--- src/rtl/core/utm_pkg.sv ---
package utm_pkg;

  // Width of the saturating code point counter (8 to 32).
  localparam int CountBits = 16;
  // Width of the reported count; larger counter values show as all ones.
  localparam int ShownBits = 16;

  localparam int CpBits = 21;

  localparam logic [7:0] NulByte = 8'h00;
  localparam logic [7:0] EscByte = 8'h1b;
  localparam logic [7:0] EscEnd  = 8'h6d;  // 'm' closes an escape sequence

  localparam logic [7:0] Lead4Mask = 8'hf8;
  localparam logic [7:0] Lead4Code = 8'hf0;
  localparam logic [7:0] Lead3Mask = 8'hf0;
  localparam logic [7:0] Lead3Code = 8'he0;
  localparam logic [7:0] Lead2Mask = 8'he0;
  localparam logic [7:0] Lead2Code = 8'hc0;

  localparam logic [2:0] Len1 = 3'd1;
  localparam logic [2:0] Len2 = 3'd2;
  localparam logic [2:0] Len3 = 3'd3;
  localparam logic [2:0] Len4 = 3'd4;

  localparam logic [1:0] ColsNone = 2'd0;
  localparam logic [1:0] ColsOne  = 2'd1;
  localparam logic [1:0] ColsTwo  = 2'd2;

  // Depth of the queue between the decoder and the output stage.
  localparam int FifoDepth   = 2;
  localparam int FifoPtrBits = $clog2(FifoDepth);
  localparam int FifoCntBits = $clog2(FifoDepth + 1);

  localparam int NumWide = 121;
  typedef logic [CpBits-1:0] cp_t;

  // Inclusive intervals of double-width code points: {low, high}.
  localparam cp_t WideLo [NumWide] = '{
    21'h1100, 21'h231a, 21'h2329, 21'h23e9, 21'h23f0, 21'h23f3, 21'h25fd, 21'h2614,
    21'h2648, 21'h267f, 21'h2693, 21'h26a1, 21'h26aa, 21'h26bd, 21'h26c4, 21'h26ce,
    21'h26d4, 21'h26ea, 21'h26f2, 21'h26f5, 21'h26fa, 21'h26fd, 21'h2705, 21'h270a,
    21'h2728, 21'h274c, 21'h274e, 21'h2753, 21'h2757, 21'h2795, 21'h27b0, 21'h27bf,
    21'h2b1b, 21'h2b50, 21'h2b55, 21'h2e80, 21'h2e9b, 21'h2f00, 21'h2ff0, 21'h3000,
    21'h3041, 21'h3099, 21'h3105, 21'h3131, 21'h3190, 21'h31f0, 21'h3220, 21'h3250,
    21'h4e00, 21'ha490, 21'ha960, 21'hac00, 21'hf900, 21'hfe10, 21'hfe30, 21'hfe54,
    21'hfe68, 21'hff01, 21'hffe0, 21'h16fe0, 21'h16ff0, 21'h17000, 21'h18800, 21'h18d00,
    21'h1aff0, 21'h1aff5, 21'h1affd, 21'h1b000, 21'h1b150, 21'h1b164, 21'h1b170, 21'h1f004,
    21'h1f0cf, 21'h1f18e, 21'h1f191, 21'h1f200, 21'h1f210, 21'h1f240, 21'h1f250, 21'h1f260,
    21'h1f300, 21'h1f32d, 21'h1f337, 21'h1f37e, 21'h1f3a0, 21'h1f3cf, 21'h1f3e0, 21'h1f3f4,
    21'h1f3f8, 21'h1f440, 21'h1f442, 21'h1f4ff, 21'h1f54b, 21'h1f550, 21'h1f57a, 21'h1f595,
    21'h1f5a4, 21'h1f5fb, 21'h1f680, 21'h1f6cc, 21'h1f6d0, 21'h1f6d5, 21'h1f6dd, 21'h1f6eb,
    21'h1f6f4, 21'h1f7e0, 21'h1f7f0, 21'h1f90c, 21'h1f93c, 21'h1f947, 21'h1fa70, 21'h1fa78,
    21'h1fa80, 21'h1fa90, 21'h1fab0, 21'h1fac0, 21'h1fad0, 21'h1fae0, 21'h1faf0, 21'h20000,
    21'h30000
  };

  localparam cp_t WideHi [NumWide] = '{
    21'h115f, 21'h231b, 21'h232a, 21'h23ec, 21'h23f0, 21'h23f3, 21'h25fe, 21'h2615,
    21'h2653, 21'h267f, 21'h2693, 21'h26a1, 21'h26ab, 21'h26be, 21'h26c5, 21'h26ce,
    21'h26d4, 21'h26ea, 21'h26f3, 21'h26f5, 21'h26fa, 21'h26fd, 21'h2705, 21'h270b,
    21'h2728, 21'h274c, 21'h274e, 21'h2755, 21'h2757, 21'h2797, 21'h27b0, 21'h27bf,
    21'h2b1c, 21'h2b50, 21'h2b55, 21'h2e99, 21'h2ef3, 21'h2fd5, 21'h2ffb, 21'h303e,
    21'h3096, 21'h30ff, 21'h312f, 21'h318e, 21'h31e3, 21'h321e, 21'h3247, 21'h4dbf,
    21'ha48c, 21'ha4c6, 21'ha97c, 21'hd7a3, 21'hfaff, 21'hfe19, 21'hfe52, 21'hfe66,
    21'hfe6b, 21'hff60, 21'hffe6, 21'h16fe4, 21'h16ff1, 21'h187f7, 21'h18cd5, 21'h18d08,
    21'h1aff3, 21'h1affb, 21'h1affe, 21'h1b122, 21'h1b152, 21'h1b167, 21'h1b2fb, 21'h1f004,
    21'h1f0cf, 21'h1f18e, 21'h1f19a, 21'h1f202, 21'h1f23b, 21'h1f248, 21'h1f251, 21'h1f265,
    21'h1f320, 21'h1f335, 21'h1f37c, 21'h1f393, 21'h1f3ca, 21'h1f3d3, 21'h1f3f0, 21'h1f3f4,
    21'h1f43e, 21'h1f440, 21'h1f4fc, 21'h1f53d, 21'h1f54e, 21'h1f567, 21'h1f57a, 21'h1f596,
    21'h1f5a4, 21'h1f64f, 21'h1f6c5, 21'h1f6cc, 21'h1f6d2, 21'h1f6d7, 21'h1f6df, 21'h1f6ec,
    21'h1f6fc, 21'h1f7eb, 21'h1f7f0, 21'h1f93a, 21'h1f945, 21'h1f9ff, 21'h1fa74, 21'h1fa7c,
    21'h1fa86, 21'h1faac, 21'h1faba, 21'h1fac5, 21'h1fad9, 21'h1fae7, 21'h1faf6, 21'h2fffd,
    21'h3fffd
  };

  // One decoded word on its way from the decoder to the output stage.
  typedef struct packed {
    logic                 cp_ready;
    cp_t                  code_point;
    logic [2:0]           cp_bytes;
    logic                 string_done;
    logic [ShownBits-1:0] char_count;
  } utm_item_t;

  // Terminal columns of a code point: every interval is compared in parallel.
  function automatic logic [1:0] columns_of(input cp_t cp);
    logic wide;
    wide = 1'b0;
    for (int i = 0; i < NumWide; i++) begin
      if (cp >= WideLo[i] && cp <= WideHi[i]) begin
        wide = 1'b1;
      end
    end
    if (cp == '0) begin
      return ColsNone;
    end else if (wide) begin
      return ColsTwo;
    end
    return ColsOne;
  endfunction

endpackage

--- src/rtl/core/utf8_text_measure.sv ---
// Channel   Handshake            Word fields
// input     push / full          text_byte[7:0], is_last
// result    empty / pop          cp_ready, code_point[20:0], cp_bytes[2:0],
//                                display_width[1:0], string_done, char_count[15:0]
//
// One result word per input word, one word per cycle sustained while the result side keeps popping.
// From push to the ports, a word is held first in the queue, which the
// decoder writes in the accept cycle, and then in the output register,
// which the width table lookup fills from the queue head.
// Synchronous active-high reset empties the queue and output register and
// clears the decoder state. A stalled result side fills the two-entry queue
// and then raises full; the output register is refilled in the same cycle
// it is popped, so no bubble appears.
module utf8_text_measure import utm_pkg::*; (
  input  logic                 clk,
  input  logic                 rst,
  input  logic                 push,
  output logic                 full,
  input  logic [7:0]           text_byte,
  input  logic                 is_last,
  output logic                 empty,
  input  logic                 pop,
  output logic                 cp_ready,
  output logic [CpBits-1:0]    code_point,
  output logic [2:0]           cp_bytes,
  output logic [1:0]           display_width,
  output logic                 string_done,
  output logic [ShownBits-1:0] char_count
);

  // The decoder advances only on an accepted word. It strips escape
  // sequences, assembles multi-byte code points and keeps the per-string
  // counter; the word it produces carries everything except the width.
  utm_item_t front_item;
  utm_item_t q_item;
  logic      take;
  logic      q_empty;
  logic      q_pop;

  assign take = push && !full;

  utm_front u_front (
    .clk       (clk),
    .rst       (rst),
    .take      (take),
    .text_byte (text_byte),
    .is_last   (is_last),
    .item      (front_item)
  );

  // The queue lets the decoder keep taking words while the consumer stalls.
  utm_fifo u_fifo (
    .clk     (clk),
    .rst     (rst),
    .wr_en   (take),
    .wr_item (front_item),
    .full    (full),
    .rd_en   (q_pop),
    .rd_item (q_item),
    .empty   (q_empty)
  );

  // The back end looks up the display width and holds the result word.
  utm_back u_back (
    .clk           (clk),
    .rst           (rst),
    .q_empty       (q_empty),
    .q_item        (q_item),
    .q_pop         (q_pop),
    .empty         (empty),
    .pop           (pop),
    .cp_ready      (cp_ready),
    .code_point    (code_point),
    .cp_bytes      (cp_bytes),
    .display_width (display_width),
    .string_done   (string_done),
    .char_count    (char_count)
  );

endmodule

--- src/rtl/core/utm_front.sv ---
module utm_front import utm_pkg::*; (
  input  logic      clk,
  input  logic      rst,
  input  logic      take,
  input  logic [7:0] text_byte,
  input  logic      is_last,
  output utm_item_t item
);

  logic                 in_escape, in_escape_next;
  logic [1:0]           bytes_remaining, bytes_remaining_next;
  logic [2:0]           seq_length, seq_length_next;
  cp_t                  cp_accumulator, cp_accumulator_next;
  logic [CountBits-1:0] cp_counter, cp_counter_next;
  logic                 ready;
  logic                 done;
  logic [31:0]          count_wide;

  always_comb begin
    in_escape_next       = in_escape;
    bytes_remaining_next = bytes_remaining;
    seq_length_next      = seq_length;
    cp_accumulator_next  = cp_accumulator;
    cp_counter_next      = cp_counter;
    ready                = 1'b0;
    done                 = (text_byte == NulByte) || is_last;

    if (text_byte == NulByte) begin
      // A zero byte only ends the string.
    end else if (in_escape) begin
      if (text_byte == EscEnd) begin
        in_escape_next = 1'b0;
      end
    end else if (text_byte == EscByte) begin
      in_escape_next = 1'b1;
    end else if (bytes_remaining == 2'd0) begin
      if ((text_byte & Lead4Mask) == Lead4Code) begin
        seq_length_next     = Len4;
        cp_accumulator_next = CpBits'(text_byte[2:0]);
      end else if ((text_byte & Lead3Mask) == Lead3Code) begin
        seq_length_next     = Len3;
        cp_accumulator_next = CpBits'(text_byte[3:0]);
      end else if ((text_byte & Lead2Mask) == Lead2Code) begin
        seq_length_next     = Len2;
        cp_accumulator_next = CpBits'(text_byte[4:0]);
      end else begin
        seq_length_next     = Len1;
        cp_accumulator_next = CpBits'(text_byte);
      end
      bytes_remaining_next = 2'(seq_length_next - 3'd1);
      ready                = (seq_length_next == Len1);
    end else begin
      // Continuation position: low six bits are taken without checking.
      cp_accumulator_next  = {cp_accumulator[CpBits-7:0], text_byte[5:0]};
      bytes_remaining_next = bytes_remaining - 2'd1;
      ready                = (bytes_remaining == 2'd1);
    end

    if (ready && cp_counter != '1) begin
      cp_counter_next = cp_counter + 1'b1;
    end
  end

  assign count_wide = 32'(cp_counter_next);

  always_comb begin
    item.cp_ready    = ready;
    item.code_point  = ready ? cp_accumulator_next : '0;
    item.cp_bytes    = ready ? seq_length_next : 3'd0;
    item.string_done = done;
    item.char_count  = (|count_wide[31:ShownBits]) ? '1 : count_wide[ShownBits-1:0];
  end

  always_ff @(posedge clk) begin
    if (rst) begin
      in_escape       <= 1'b0;
      bytes_remaining <= 2'd0;
      seq_length      <= 3'd0;
      cp_accumulator  <= '0;
      cp_counter      <= '0;
    end else if (take) begin
      if (done) begin
        in_escape       <= 1'b0;
        bytes_remaining <= 2'd0;
        seq_length      <= 3'd0;
        cp_accumulator  <= '0;
        cp_counter      <= '0;
      end else begin
        in_escape       <= in_escape_next;
        bytes_remaining <= bytes_remaining_next;
        seq_length      <= seq_length_next;
        cp_accumulator  <= cp_accumulator_next;
        cp_counter      <= cp_counter_next;
      end
    end
  end

endmodule

--- src/rtl/core/utm_fifo.sv ---
module utm_fifo import utm_pkg::*; (
  input  logic      clk,
  input  logic      rst,
  input  logic      wr_en,
  input  utm_item_t wr_item,
  output logic      full,
  input  logic      rd_en,
  output utm_item_t rd_item,
  output logic      empty
);

  utm_item_t              mem [FifoDepth];
  logic [FifoPtrBits-1:0] wr_ptr;
  logic [FifoPtrBits-1:0] rd_ptr;
  logic [FifoCntBits-1:0] count;
  logic                   do_wr;
  logic                   do_rd;

  assign full    = (count == FifoCntBits'(FifoDepth));
  assign empty   = (count == '0);
  assign do_wr   = wr_en && !full;
  assign do_rd   = rd_en && !empty;
  assign rd_item = mem[rd_ptr];

  always_ff @(posedge clk) begin
    if (do_wr) begin
      mem[wr_ptr] <= wr_item;
    end
  end

  always_ff @(posedge clk) begin
    if (rst) begin
      wr_ptr <= '0;
      rd_ptr <= '0;
      count  <= '0;
    end else begin
      if (do_wr) begin
        wr_ptr <= (wr_ptr == FifoPtrBits'(FifoDepth - 1)) ? '0 : wr_ptr + 1'b1;
      end
      if (do_rd) begin
        rd_ptr <= (rd_ptr == FifoPtrBits'(FifoDepth - 1)) ? '0 : rd_ptr + 1'b1;
      end
      if (do_wr && !do_rd) begin
        count <= count + 1'b1;
      end else if (do_rd && !do_wr) begin
        count <= count - 1'b1;
      end
    end
  end

endmodule

--- src/rtl/core/utm_back.sv ---
module utm_back import utm_pkg::*; (
  input  logic                 clk,
  input  logic                 rst,
  input  logic                 q_empty,
  input  utm_item_t            q_item,
  output logic                 q_pop,
  output logic                 empty,
  input  logic                 pop,
  output logic                 cp_ready,
  output logic [CpBits-1:0]    code_point,
  output logic [2:0]           cp_bytes,
  output logic [1:0]           display_width,
  output logic                 string_done,
  output logic [ShownBits-1:0] char_count
);

  logic out_valid;
  logic load;

  assign empty = !out_valid;
  assign load  = !q_empty && (!out_valid || pop);
  assign q_pop = load;

  always_ff @(posedge clk) begin
    if (rst) begin
      out_valid <= 1'b0;
    end else if (load) begin
      out_valid <= 1'b1;
    end else if (pop) begin
      out_valid <= 1'b0;
    end
  end

  // Width lookup runs on the queue head and lands with the rest of the word.
  always_ff @(posedge clk) begin
    if (load) begin
      cp_ready      <= q_item.cp_ready;
      code_point    <= q_item.code_point;
      cp_bytes      <= q_item.cp_bytes;
      display_width <= q_item.cp_ready ? columns_of(q_item.code_point) : ColsNone;
      string_done   <= q_item.string_done;
      char_count    <= q_item.char_count;
    end
  end

endmodule
--- config.mk ---
export PLATFORM = sky130hd
export DESIGN_NAME = utf8_text_measure
export DESIGN_NICKNAME = d
export VERILOG_FILES = /design/src/rtl/core/utm_pkg.sv /design/src/rtl/core/utf8_text_measure.sv /design/src/rtl/core/utm_front.sv /design/src/rtl/core/utm_fifo.sv /design/src/rtl/core/utm_back.sv
export SDC_FILE = /design/constraint.sdc
export NUM_CORES = 1
export LEC_CHECK = 0
export BUFFER_PORTS_ARGS = -buffer_cell sky130_fd_sc_hd__buf_4
export CORE_ASPECT_RATIO = 0.75
export CORE_MARGIN = 3
export CORE_UTILIZATION = 40
export DETAILED_ROUTE_END_ITERATION = 12
export HOLD_SLACK_MARGIN = 0.05
export SYNTH_ARGS = -nofsm -noshare
export SYNTH_HDL_FRONTEND = slang
export SYNTH_HIERARCHICAL = 1
export SYNTH_SLANG_ARGS = --single-unit
--- constraint.sdc ---
create_clock -name clk -period 4.1 [get_ports clk]
set_input_delay 0.41 -clock clk [delete_from_list [all_inputs] [get_ports clk]]
set_output_delay 0.41 -clock clk [all_outputs]
set_load 0.05 [all_outputs]
==> metrics.txt, run 1 <==
fin util=59.3%; status=finished with violations; Vias=16300; leakage power=approximately 6.9 nW; initial antenna violation count=6; WS Path Type=reg -> reg; Sw Ratio=50.0%; Post-synth ARST share=0%; count of input and output buffers=58; total track usage=45.0%; standard-cell rows=55; CTS root buffer=clkbuf_16; CP Buf/Inv Count=7; Max FO, Critical Path=11; TritonCTS Sinks=approximately 170; RSZ-0062 raised after global routing=true; cell mode on critical path=buf_4; die width=210 um; die area=0.0335 mm2; pin count of the biggest net entering global routing=45; Synth Flop Type=edfxtp_1; final worst-path cycle share=102%; CTS Buf Count=17; cts-stage hold buffer count=0; Startpoint Class=flop; setup ws final=-0.0811 ns; worst path required time=4.29 ns; Residual DRC=0; overall power=12.8 mW; max-cap violations=0; simple-gate share of the synthesized area=approximately 29%; compound-cell area share of the yosys netlist=22.2%; die height=159 um; sequential fraction of the synthesis area=~38%; Layout Nets=roughly 1900; fin crit period=4.18 ns; Skew-Pair Late Insertion Delay=0.43 ns; total grt overflow=0; Cells after Synth=1413; Placed Cells=2197; crit end category=flop; slowest CP cell=nor4_1; slowest stage delay, CP=just under 0.7 ns; Slew @ Worst Pin=1.19 ns; Final ANT Viol Nets=0; post-detailed-route wirelength per cell=34.7 um; clock tree buffer depth=2; Final Hold Fails=0; Post-Syn Nets=1428; Slew headroom=between 20% and 30%; adder-cell share of the synthesized area=0.200%; Starting Density=41.0%; Synth Register Bits=171; vias in the first global route=14900; Critical Path, Cell by Cell=buf_12 > buf_12 > mux2_4 > buf_4 > nor4_2 > buf_4 > nand2_1 > buf_4 > nor4_1 > buf_4 > nor3_1 > nand4_1 > nor4_2 > nand4_1 > nor4_4 > buf_4 > and2_1; main combinational cell family by area after synthesis=simple AND/OR/NAND/NOR gates; DP Wirelength=about 62000 um; Psw=around 6.4 mW; area delta synth->final=44.4%; Min-Delay Path Class=in -> reg; delay-heaviest family, CP=simple AND/OR/NAND/NOR gates; Final Skew=0.0184 ns; pwr dens=708 mW/mm2; Synth warnings=6; Cell Area, Synth=roughly 0.013 mm2; Max Slew Vio Count=0; Worst EP arrival=4.37 ns; Post-synth EDFFs=about 130; final wirelength=around 79000 um; syn_area_per_cell=~8.9 um2; endpoints failing setup=2; worst hold slack=0.293 ns; CTS H-tree lvls=4; post-synthesis mux area share=approximately 4.3%; Int Power=around 6.4 mW; Iter 0 DRT Violations=between 3000 and 4000; combinational group share of total power=about two thirds; Peak Freq=239 MHz; Final Non-Filler Cells=between 2000 and 2500; Routability Congestion=1.17; Clock transition at path regs=0.07 ns; share of layout cells above drive strength 1=40.5%; violated checks=negative setup slack; drt via density=7.14; DR pass1 iterations=9; Synth cell types=97; I/O pin count=59; maximum VDD drop=between 1000 and 1500 uV; Core ar.=0.0305 mm2; Reg power frac=around 20%; xor and xnor area share after synthesis=under 10%; CTS tree=yes; Clk pwr share=11.6%; first-pass GRT wire length=108000 um
==> sequential cells by signal (all words and copies together) (netlist names), named ones only <==
register	count
u_fifo/mem	84
u_back/code_point	21
u_back/char_count	16
u_front/cp_counter	16
u_front/cp_accumulator	15
u_back/cp_bytes	3
u_front/seq_length	3
u_back/display_width	2
u_fifo/count	2
u_front/bytes_remaining	2
u_back/cp_ready	1
u_back/out_valid	1
u_back/string_done	1
u_fifo/rd_ptr	1
u_fifo/wr_ptr	1
u_front/in_escape	1
==> final timing paths <==
path	slack (ns)	from	cells past startpoint	endpoint
setup / recovery	-0.08	flop	17	u_back/display_width[0]
hold / removal	0.29	text_byte[2]	2	u_front/cp_accumulator[2]
setup reg to reg	-0.08	flop	17	u_back/display_width[0]
hold reg to reg	0.48	u_front/cp_accumulator[9]	1	u_front/cp_accumulator[9]
==> stage by stage <==
stage | TNS [ns] | cell area (um2) | setup WS (ns)
3_3_place_gp | -1.50 | 16400 | -0.781
4_1_cts | 0 | 17200 | 0.0131
2_1_floorplan | 0 | 12500 | 0.0547
3_5_place_dp | -1.21 | 16500 | -0.631
6_report | -0.151 | 18100 | -0.0811
5_1_grt | -0.0822 | 18100 | -0.0596
==> Yosys cell counts, types with 43 or more instances <==
library cell    n  area, um2
nand2_1       129        484
nor3_1         59        295
mux2_2         45        507
nand3_1        60        300
o21ai_0        71        355
nor4_1         50        313
a21oi_1        61        305
edfxtp_1      128       3840
dfxtp_1        43        861
nor2_1         99        372
clkbuf_1       60        225
buf_2          51        255
==> cell usage in the layout, fill, tap and decap left out, types with 10 or more instances in the layout <==
cell type	Yosys	layout
mux2_4	0	15
a211oi_1	19	18
nand3_1	60	57
a21oi_1	61	55
xor2_1	11	11
nand2b_1	13	13
a31oi_1	26	25
o31ai_1	14	14
a21o_1	19	19
and3_1	17	17
nor2_1	99	96
o21ai_1	7	13
buf_6	4	20
buf_4	6	520
nor2b_1	16	11
nand2_1	129	123
dfxtp_1	43	42
edfxtp_1	128	128
buf_12	0	19
inv_1	16	15
nor3_1	59	52
nand4_1	35	35
and2_1	26	24
o32ai_1	10	10
o21ai_0	71	58
or4_1	20	14
o22ai_1	24	22
mux2_2	45	32
nor4_1	50	43
o211ai_1	14	14
clkbuf_16	0	19
or3_1	13	13
and4_1	16	15
==> power groups by stage <==
stage / combinational, mW / sequential (mW) / clock, mW
2_1_floorplan: 2.79 / 3.22 / 0
3_3_place_gp: 7.49 / 2.56 / 0
3_5_place_dp: 7.41 / 2.59 / 0
4_1_cts: 7.65 / 2.56 / 1.50
5_1_grt: 8.73 / 2.61 / 1.56
6_report: 8.73 / 2.58 / 1.48
==> kinds of logic after synthesis <==
group / Yosys count
buf+inv: 145
fa+ha+maj: 2
compound gates: 395
flops: 171
simple gates: 634
xor+xnor: 18
mux: 48
==> routing by layer <==
metal | track usage (%) | share of wire, % | up-vias
li1 | - | - | 6507
met1 | 60.4 | 39 | 7740
met2 | 59.3 | 37 | 1682
met3 | 25.3 | 18 | 371
met4 | 17.2 | 5.5 | 14
met5 | 1.72 | 0.26 | -
==> layout make-up <==
class,instances,area [um2]
Antenna cell,5,12.5
Clock buffer,21,440
Clock inverter,11,87.6
Fill cell,2658,12400
Inverter,17,63.8
Multi-Input combinational cell,1099,7700
Sequential cell,171,4710
Tap cell,399,499
Timing Repair Buffer,562,4560
==> what timing repair did <==
| action | 4_1_cts | 5_1_grt |
|---|---|---|
| resized for setup | 35 | 122 |
| setup buffers | 10 | 37 |
| pin swaps | 8 | 39 |
| setup endpoints to repair | 2 | 2 |
| gates cloned | 1 | 4 |
(Power assumes the default switching activity.)
==> inputs of run 2 (changes only) <==
Settings changed: ABC_AREA set to 1, HOLD_SLACK_MARGIN 0.05 to 0.08.
==> metrics.txt, run 2 <==
status=finished, final reports clean; biggest regs=u_fifo/mem: 84 flops, u_back/code_point: 21 flops, u_front/cp_accumulator: 21 flops; Hold Path Origin=is_last; worst hold slack=0.293 ns (+0.000188 ns); Synth Flop Type=edfxtp_1; share of layout cells above drive strength 1=21.5% (-19 points); Post-synth EDFFs=128 (unchanged); first-pass GRT wire length=114000 um (+5.0%); Skew-Pair Late Insertion Delay=0.43 ns (about the same); total grt overflow=0 (unchanged); initial antenna violation count=4 (-2); final wirelength=81100 um (+2.3%); Largest register FFs=84 (unchanged); Synth area leaders=edfxtp_1 27%, nand2_1 19%, nor2_1 8.4%; Slew @ Worst Pin=1.22 ns (+0.0381 ns); Core ar.=0.0350 mm2 (+15%); maximum VDD drop=565 uV (-49%); total track usage=41.8% (-3.2 points); final worst-path cycle share=98.0% (-3.9 points); die width=224 um (+6.7%); standard-cell rows=59 (+7.3%); count of input and output buffers=58 (unchanged); Final ANT Viol Nets=0 (unchanged); met3 GRT Util=18.6% (-6.7 points); register area=0.00483 mm2 (+2.5%); most frequent cells in the layout=721 x nand2_1, 317 x nor2_1, 311 x buf_4, 239 x nand3_1, 163 x inv_1; Layout Nets=2449 (+30%); area delta synth->final=22.6%; Worst EP arrival=4.21 ns (-0.16 ns); Residual DRC=0 (unchanged); endpoints failing setup=0 (-2); crit end category=flop; post-detailed-route wirelength per cell=27.9 um (-20%); Clk pwr share=13.0% (+1.4 points); busiest grt layer=met1; die height=170 um (+6.7%); clock tree buffer depth=2 (unchanged); DR pass1 iterations=7 (-2); max-cap violations=0 (unchanged); Iter 0 DRT Violations=3470 (-4.0%); Cells after Synth=2160 (+53%); Clock transition at path regs=0.07 ns (about the same); Routability Congestion=1.17 (+0.35%); CTS H-tree lvls=4 (unchanged); WS Path Type=reg -> reg; Cell Area, Synth=0.0143 mm2 (+14%); RSZ-0062 raised after global routing=false; I/O pin count=59 (unchanged); met1 Track Usage GR=58.9% (-1.4 points); Vias=17800 (+9.1%); most common cell in the netlist=nand2_1; Max FO, Critical Path=12 (+1); Synth Register Bits=177 (+3.5%); Int Power=5.67 mW (-11%); combinational group share of total power=65.1% (-3.2 points); Post-synth ARST share=0% (unchanged); pwr dens=699 mW/mm2 (-1.2%); Final Hold Fails=0 (unchanged); worst path required time=4.29 ns (about the same); Synth cell types=49 (-49%); Psw=6.60 mW (+3.2%); Min-Delay Path Class=in -> reg; Yosys top cell area share=26.9% (-3.9 points); Biggest register=u_fifo/mem; Synth warnings=6 (unchanged); Setup TNS Final=0 ns (+0.151 ns); fin crit period=4.02 ns (-0.162 ns); drt via density=6.12 (-14%); met2 usage=56.6% (-2.7 points); Peak Freq=249 MHz (+4.0%); Final Skew=0.0125 ns (-0.00595 ns); Multi-input gate area=0.00833 mm2 (+8.2%); pin count of the biggest net entering global routing=45 (unchanged); Reg power frac=22.0% (+1.8 points); Post-Syn Nets=2175 (+52%); Max Slew Vio Count=0 (unchanged); CTS tree=yes; cts-stage hold buffer count=0 (unchanged); area leader, netlist=edfxtp_1; Layout fillers=3486 (+31%); Sw Ratio=53.8% (+3.8 points); Starting Density=40.9% (-0.15 points); TritonCTS Sinks=177 (+3.5%); syn_area_per_cell=6.62 um2 (-25%); DP Wirelength=66600 um (+8.3%); Startpoint Class=flop; CTS root buffer=clkbuf_16; CTS Buf Count=17 (unchanged); sequential fraction of the synthesis area=33.7% (-3.9 points); vias in the first global route=16100 (+7.9%); leakage power=7.67 nW (+12%); commonest non-fill, non-tap cell in the layout=nand2_1; die area=0.0381 mm2 (+14%); synth cell count leaders=721 x nand2_1, 320 x nor2_1, 239 x nand3_1, 163 x inv_1, 128 x edfxtp_1; Slew headroom=17.5% (-3.4 points)
==> run 2: cell count changes in the layout (fill, tap and decap cells not counted), moves of 25 or more <==
cell,before,now
buf_4,520,311
inv_1,15,163
mux2_2,32,2
mux2_4,15,40
nand2_1,123,721
nand3_1,57,239
nand4_1,35,63
nor2_1,96,317
nor4_1,43,3
==> run 2: kinds of logic (layout without fill, tap and decap cells) <==
family                     after synthesis  count (layout)  share of synthesized area, %
adders and majority gates                2               2                         0.175
AOI/OAI and AO/OA                      207             207                          8.16
other                                    0               4                             0
DFF                                    177             177                          33.7
and+or+nand+nor                       1468            1468                          44.8
xor gates and xnor gates                 7               7                         0.428
muxes                                   42              42                          4.35
buffers and inverters                  257             544                          8.34
==> run 2: worst paths after layout <==
check | endpoint | slack, ns | cells after the start
worst max-delay path | u_back/display_width[1] | 0.08 | 21
worst min-delay path | u_fifo/mem[1][16] | 0.29 | 3
worst max register to register | u_back/display_width[1] | 0.08 | 21
worst min register to register | u_front/cp_accumulator[15] | 0.47 | 2
==> run 2: layout make-up <==
type,count,share of cell area [%]
Clock buffer,21,2.75
Sequential cell,177,27.5
Timing Repair Buffer,320,14.3
Antenna cell,4,0.0570
Tap cell,457,3.26
Inverter,192,4.12
Multi-Input combinational cell,1726,47.5
Clock inverter,11,0.528
==> run 2: routing by layer <==
metal	part of all wire, %	wire length, um
met4	4.0	3210
met1	41	33200
met2	38	30700
met3	17	14000
met5	0.0099	8
==> run 2: repair_timing <==
item	CTS	global route
endpoints found under the setup margin	0	1
buffers inserted	0	0
hold endpoints to repair	0	0
resized for setup	0	2
==> run 2: critical path, stage by stage, from the launching register on <==
cell and delay [ns]:
dfxtp_2 0.45, buf_4 0.24, mux2_4 0.39, nor2_1 0.33
nand2_1 0.26, nor2_4 0.18, buf_4 0.15, inv_2 0.11
buf_4 0.19, a21oi_1 0.16, nand2_1 0.07, nand2_1 0.07
nand2_1 0.14, nor2_1 0.13, nand2_1 0.06, nor2_1 0.11
buf_4 0.14, nand2_1 0.05, nor2_1 0.20, nand3_1 0.16
nand2_1 0.12, inv_1 0.05
==> run 2: power by group through the flow <==
stage	clock (mW)	sequential [mW]	combinational (mW)
2_1_floorplan	0	3.39	3.33
3_3_place_gp	0	2.70	7.59
3_5_place_dp	0	2.72	7.50
4_1_cts	1.61	2.70	7.53
5_1_grt	1.69	2.73	8.16
6_report	1.59	2.70	7.98
==> run 2: through the flow <==
step	power [mW]	utilization [%]	instance area (um2)	std cells	setup slack, ns
finish	12.3	50.2	17500	2908	0.0808
detailed placement	10.2	48.5	17000	2872	0.242
global route	12.6	50.1	17500	2904	0.0140
floorplan	6.73	-	14300	2160	0.452
CTS	11.8	50.1	17500	2904	0.233
global placement	10.3	48.5	17000	2872	0.192
